### src/sv/cppt_ram.sv
// Generic single port RAM with registered read.
module cppt_ram #(
  parameter int unsigned Width = 8,
  parameter int unsigned Depth = 16
) (
  input  logic                     clk_i,
  input  logic                     we_i,
  input  logic [$clog2(Depth)-1:0] addr_i,
  input  logic [Width-1:0]         wdata_i,
  output logic [Width-1:0]         rdata_o
);

  logic [Width-1:0] mem_q [Depth];

  always_ff @(posedge clk_i) begin
    if (we_i) begin
      mem_q[addr_i] <= wdata_i;
    end
    rdata_o <= mem_q[addr_i];
  end

endmodule

### config.mk
export PLATFORM = sky130hd
export DESIGN_NAME = cppt_ram
export DESIGN_NICKNAME = d
export VERILOG_FILES = /design/src/sv/cppt_ram.sv
export SDC_FILE = /design/constraint.sdc
export NUM_CORES = 1
export LEC_CHECK = 0
export ABC_CLOCK_PERIOD_IN_PS = 4800
export BUFFER_PORTS_ARGS = -buffer_cell sky130_fd_sc_hd__buf_2
export CAP_MARGIN = 20
export CORE_UTILIZATION = 60
export DETAILED_ROUTE_END_ITERATION = 8
export PLACE_DENSITY = 0.88
export SETUP_SLACK_MARGIN = 0.5
export SYNTH_ARGS = -nofsm -noshare
export SYNTH_HDL_FRONTEND = slang
export SYNTH_SLANG_ARGS = --single-unit
### constraint.sdc
create_clock -name clk_i -period 4.8 [get_ports clk_i]
set_input_delay 0.96 -clock clk_i [delete_from_list [all_inputs] [get_ports clk_i]]
set_output_delay 0.96 -clock clk_i [all_outputs]
set_load 0.005 [all_outputs]
# Yosys cells after proc, flatten, opt, wreduce, memory -nomap -nowiden
# Memory sizes are Yosys's and may differ from the RTL's. A register that Yosys moved wholly into a read port is not among the register bits.
# Index checks and enable logic that the tools add are counted.
# word_totals
regBits	0
latchBits	0
ram_bits	128
romBits	0
in_bits	14
output_inout_bits	8
word_cells	3
mem_count	1
# op_classes
n_addsub	0
mul	0
div_mod_pow	0
order_cmp	0
eq_ne	0
shift	0
mux	2
bitwise	0
reduce_logical	0
# mem_list
name	depth	width	read_ports	rd_clocked_by_memory_dff	wr	line_no	text
mem_q	16	8	1	1	1	13	logic [Width-1:0] mem_q [Depth];
# ops
op	n
two-way mux 1 bit	2

# Longest topological paths before layout
# depth
word_depth	2
depth_mapped	5
depth_no_buf	3

# Worst setup path before layout
# OpenSTA, ideal clock, no wires.
# synth_timing
kind	input to register
start	input port addr_i[2]
end	memory mem_q[0][0], enable pin
setup_ns	0.383
t_arrival_ns	2.070
required_time_ns	4.417
setup_slack_ns	2.347
path_stages	2
path_buffers	0
cell_sequence	or3b_2 -> nor3_1
# synth_lines
element	line_no	text
start: declaration	8	input logic [$clog2(Depth)-1:0] addr_i,
end: declaration	13	
# No word-level cell before the write port.

# Final worst setup path
# layout_timing
start	input port addr_i[1]
end	memory mem_q[7][6], enable pin
# No word-level cell before the write port.

==> flow_summary.html <==
<table>
<tr><th>Metric</th><th>Value</th></tr>
<tr><th colspan="2">Logic synthesis</th></tr>
<tr><td>Cells taking the most area after synthesis</td><td>sky130_fd_sc_hd__edfxtp_1 76%, sky130_fd_sc_hd__mux4_2 14%, sky130_fd_sc_hd__dfxtp_1 3.2%</td></tr>
<tr><td>Total standard cell area after synthesis</td><td>between 5000 and 6000 um2</td></tr>
<tr><td>Post-synth top flop</td><td>sky130_fd_sc_hd__edfxtp_1</td></tr>
<tr><td>Largest family of logic cells by synthesized area</td><td>multiplexers</td></tr>
<tr><td>#FFs+latches synth</td><td>approximately 140</td></tr>
<tr><td>Sequential fraction of the synthesis area</td><td>roughly four fifths</td></tr>
<tr><td>Mux share of post-synthesis cell area</td><td>14.2%</td></tr>
<tr><td>Share of the synthesized netlist area taken by xor and xnor gates</td><td>0%</td></tr>
<tr><td>Gate count after technology mapping</td><td>230</td></tr>
<tr><td>Total of warnings raised by yosys</td><td>0</td></tr>
<tr><td>List of most frequent post-synthesis cells</td><td>128 x sky130_fd_sc_hd__edfxtp_1, 32 x sky130_fd_sc_hd__mux4_2, 16 x sky130_fd_sc_hd__a22oi_1</td></tr>
<tr><td>Share of the synthesized area in the top cell type</td><td>75.9%</td></tr>
<tr><td>Adder-cell share of the synthesized area</td><td>0%</td></tr>
<tr><td>Mean area per synthesized cell</td><td>22.0 um2</td></tr>
<tr><td>Library cells used by synthesis</td><td>18</td></tr>
<tr><td>Synthesized-area fraction occupied by ao, oa, aoi and oai cells</td><td>2.37%</td></tr>
<tr><td>Net count after synthesis</td><td>244</td></tr>
<tr><td>Cell accounting for the most synthesized area</td><td>sky130_fd_sc_hd__edfxtp_1</td></tr>
<tr><td>Most numerous cell in the Yosys netlist</td><td>sky130_fd_sc_hd__edfxtp_1</td></tr>
<tr><td>Area share of and/or/nand/nor cells after synthesis</td><td>around 3.2%</td></tr>
<tr><td>Number of flops mapped to enable cells by yosys</td><td>~130</td></tr>
<tr><td>Ys async rst share</td><td>0%</td></tr>
<tr><th colspan="2">Run</th></tr>
<tr><td>Max-cap violations</td><td>0</td></tr>
<tr><th colspan="2">Worst setup path</th></tr>
<tr><td>Critical Path Fanout Max</td><td>39</td></tr>
<tr><td>Number of buffer and inverter stages on the critical path</td><td>1</td></tr>
<tr><td>CP max stage cell</td><td>sky130_fd_sc_hd__nor2_1</td></tr>
<tr><td>Top Family by Delay on Critical Path</td><td>simple AND/OR/NAND/NOR gates</td></tr>
<tr><td>Cells along the critical path</td><td>buf_2 -&gt; nand2_1 -&gt; nor2_1</td></tr>
<tr><td>Required time at the worst-slack endpoint</td><td>4950 ps</td></tr>
<tr><td>Flop2flop setup slack</td><td>roughly 3400 ps</td></tr>
<tr><td>Number of gates on the worst path with buffers counted</td><td>3</td></tr>
<tr><td>Element type at the critical path end</td><td>flop</td></tr>
<tr><td>Type of origin of the critical path</td><td>input pin</td></tr>
<tr><td>Crit path kind</td><td>in -&gt; reg</td></tr>
<tr><td>Reg2reg path depth</td><td>3</td></tr>
<tr><td>Crit path largest cell delay</td><td>700 ps</td></tr>
<tr><td>FF-to-FF End</td><td>rdata_o[0]</td></tr>
<tr><td>Data arrival time of the critical path</td><td>between 2000 and 3000 ps</td></tr>
<tr><td>Startpoint of the most critical register-to-register path</td><td>mem_q[3][0]</td></tr>
<tr><th colspan="2">Clock tree</th></tr>
<tr><td>CTS tree</td><td>built</td></tr>
<tr><td>Insertion delay of the later-clocked pin in the worst-skew pair</td><td>520 ps</td></tr>
<tr><td>Number of clock buffers inserted by TritonCTS</td><td>17</td></tr>
<tr><td>TritonCTS sink count</td><td>136</td></tr>
<tr><td>Worst-path clk slew</td><td>~60 ps</td></tr>
<tr><td>Number of resized instances in the post-cts repair step</td><td>0</td></tr>
<tr><td>Root Buffer</td><td>sky130_fd_sc_hd__clkbuf_8</td></tr>
<tr><td># hold bufs at CTS</td><td>0</td></tr>
<tr><td>Count of H-tree levels built during CTS</td><td>4</td></tr>
<tr><td>Clock Tree Buf Depth</td><td>2</td></tr>
<tr><td>Setup fix buffers added after clock tree synthesis</td><td>0</td></tr>
<tr><th colspan="2">Drt</th></tr>
<tr><td>Routed WL per cell</td><td>27.1 um</td></tr>
<tr><td>DRT Wirelength</td><td>a little over 10000 um</td></tr>
<tr><td>Number of design-rule violations left by the first detailed-router iteration</td><td>348</td></tr>
<tr><td>First-pass detailed-route iteration total</td><td>5</td></tr>
<tr><td>Detail Route Antenna Nets</td><td>0</td></tr>
<tr><td>Number of remaining DRC errors</td><td>0</td></tr>
<tr><td>Total number of vias</td><td>2437</td></tr>
<tr><td>Drt via density</td><td>6.38</td></tr>
<tr><th colspan="2">Worst hold path</th></tr>
<tr><td>Path type of the worst min-delay path</td><td>reg -&gt; reg</td></tr>
<tr><td>Worst Hold Depth</td><td>3</td></tr>
<tr><td>Endpoint, Worst Hold</td><td>rdata_o[7]</td></tr>
<tr><td>Worst hold path startpoint</td><td>mem_q[14][7]</td></tr>
<tr><th colspan="2">STA</th></tr>
<tr><td>Number of max-slew violations in the final report</td><td>0</td></tr>
<tr><td>Accumulated negative setup slack</td><td>0 ps</td></tr>
<tr><td>RSZ-0062 raised after global routing</td><td>false</td></tr>
<tr><td>Final Critical Period</td><td>2490 ps</td></tr>
<tr><td>Setup violations, final</td><td>0</td></tr>
<tr><td>Worst clock skew on the final layout</td><td>6.81 ps</td></tr>
<tr><td>Hold Fails Final Rpt</td><td>0</td></tr>
<tr><td>Final critical-path share of the clock period</td><td>51.8%</td></tr>
<tr><td>Worst Max-Slew Pin Slew</td><td>915 ps</td></tr>
<tr><td>Maximum clock rate</td><td>402 MHz</td></tr>
<tr><td>Remaining max-slew budget at the tightest pin</td><td>around 39%</td></tr>
<tr><th colspan="2">Finish</th></tr>
<tr><td>Count of antenna diodes in the layout</td><td>0</td></tr>
<tr><td>Cell area after layout</td><td>5850 um2</td></tr>
<tr><td>Final net count</td><td>about 280</td></tr>
<tr><td>Proportion of layout cells with a drive suffix above 1</td><td>32.5%</td></tr>
<tr><td>Area growth from synthesis to layout</td><td>15.5%</td></tr>
<tr><td>Filler cell count</td><td>460</td></tr>
<tr><td>Layout Cells excl Fill</td><td>382</td></tr>
<tr><th colspan="2">Floorplan</th></tr>
<tr><td>Die span in y</td><td>93.9 um</td></tr>
<tr><td>Core Region</td><td>8180 um2</td></tr>
<tr><td>Number of primary I/O pins</td><td>22</td></tr>
<tr><td>Die Span X</td><td>93.9 um</td></tr>
<tr><td>Starting Density</td><td>between 60 and 70%</td></tr>
<tr><td>Standard-cell row count</td><td>33</td></tr>
<tr><td>Full die area</td><td>8820 um2</td></tr>
<tr><th colspan="2">Global routing</th></tr>
<tr><td>Antenna violations before repair</td><td>0</td></tr>
<tr><td>First-pass GRT wire length</td><td>15600 um</td></tr>
<tr><td>Tot GR Track Use</td><td>26.5%</td></tr>
<tr><td>Pin count of the biggest net entering global routing</td><td>40</td></tr>
<tr><td>Vias in the first global route</td><td>~2500</td></tr>
<tr><td>Overflow left after global routing</td><td>0</td></tr>
<tr><th colspan="2">Power</th></tr>
<tr><td>Portion of total power attributed to the clock network</td><td>46.0%</td></tr>
<tr><td>Net switching power figure</td><td>between 0.5 and 0.6 mW</td></tr>
<tr><td>Pleak</td><td>1.90 nW</td></tr>
<tr><td>Switching power share of the total</td><td>21.3%</td></tr>
<tr><td>Ratio of total power to cell area</td><td>~460 nW/um2</td></tr>
<tr><td>Peak VDD IR</td><td>0.000298 V</td></tr>
<tr><td>Part of the total power dissipated in sequential elements</td><td>roughly half</td></tr>
<tr><td>Combinational Power Share</td><td>approximately 4.5%</td></tr>
<tr><td>Power consumption</td><td>2.71 mW</td></tr>
<tr><td>Cell internal pwr</td><td>between 2 and 2.5 mW</td></tr>
<tr><th colspan="2">Placed design</th></tr>
<tr><td>Number of cells after detailed placement</td><td>348</td></tr>
<tr><td>Half-perimeter wire length of the detailed placement result</td><td>5960 um</td></tr>
<tr><td>Placement-stage cell area</td><td>5270 um2</td></tr>
<tr><td>Routability congestion estimate from global placement</td><td>roughly 0.8</td></tr>
<tr><td>I/O Buffers</td><td>21</td></tr>
<tr><th colspan="2">Run status</th></tr>
<tr><td>Result of the run</td><td>complete, no violations</td></tr>
</table>
logic make-up after synthesis:
kind of cell           Yosys count
buffers and inverters           11
AO/OA/AOI/OAI                   16
multiplexers                    32
AND/OR/NAND/NOR                 35
flip-flops                     136
cell usage in the layout, fill, tap and decap left out, types with 2 or more instances in the layout:
cell,n
sky130_fd_sc_hd__a22oi_1,16
sky130_fd_sc_hd__buf_2,22
sky130_fd_sc_hd__buf_4,3
sky130_fd_sc_hd__bufinv_16,2
sky130_fd_sc_hd__clkbuf_16,16
sky130_fd_sc_hd__clkbuf_8,2
sky130_fd_sc_hd__clkinvlp_4,7
sky130_fd_sc_hd__dfxtp_1,8
sky130_fd_sc_hd__edfxtp_1,128
sky130_fd_sc_hd__inv_6,3
sky130_fd_sc_hd__mux4_2,32
sky130_fd_sc_hd__nand2_1,9
sky130_fd_sc_hd__nand2b_1,2
sky130_fd_sc_hd__nand3b_1,2
sky130_fd_sc_hd__nor2_1,13
sky130_fd_sc_hd__nor2b_1,2
sky130_fd_sc_hd__nor3_1,4
area by class of cell:
| class | instances | area (um2) | area share (%) |
|---|---|---|---|
| well taps | 105 | 131 | 2.24 |
| clock inverters | 14 | 148 | 2.52 |
| clock buffers | 18 | 428 | 7.31 |
| repair buffers | 26 | 140 | 2.39 |
| flip-flops and latches | 136 | 4000 | 68.4 |
| multi-input cells | 83 | 1000 | 17.1 |
sequential cells by signal (all words and copies together) (netlist names):
signal	flops
mem_q	128
rdata_o	8
worst max path at each step:
stage / from / to / slack, ps
3_3_place_gp: addr_i[0] / rdata_o[4] / 1790
6_report: addr_i[1] / mem_q[7][6] / 2310
4_1_cts: addr_i[0] / mem_q[4][6] / 2240
5_1_grt: addr_i[0] / rdata_o[5] / 2180
2_1_floorplan: addr_i[2] / mem_q[0][0] / 2350
3_5_place_dp: addr_i[0] / mem_q[4][7] / 1740
power groups by stage:
stage	combinational, mW	sequential, mW	clock [mW]
2_1_floorplan	0.0684	1.36	0
3_3_place_gp	0.115	1.36	0
3_5_place_dp	0.119	1.36	0
4_1_cts	0.122	1.34	1.25
5_1_grt	0.130	1.34	1.30
6_report	0.123	1.34	1.24
layer usage:
layer	routed length, um	global-route usage, %	vias to the layer above
met5	0	0	-
met4	250	12.4	0
met3	753	6.23	20
met2	5170	38.3	127
met1	4170	38.9	1262
li1	-	-	1028
worst reg2reg max path, stage by stage (launching register included):
cell and delay, ps:
sky130_fd_sc_hd__edfxtp_1 370, sky130_fd_sc_hd__mux4_2 500, sky130_fd_sc_hd__a22oi_1 290, sky130_fd_sc_hd__nand2_1 90
through the flow:
step | hold slack (ps) | setup WS, ps | util, %
finish | 697 | 2310 | 71.6
global route | 707 | 2180 | 71.6
CTS | 698 | 2240 | 71.5
detailed placement | 666 | 1740 | 64.4
global placement | 650 | 1790 | 64.4
floorplan | 635 | 2350 | -
(Power assumes the default switching activity.)
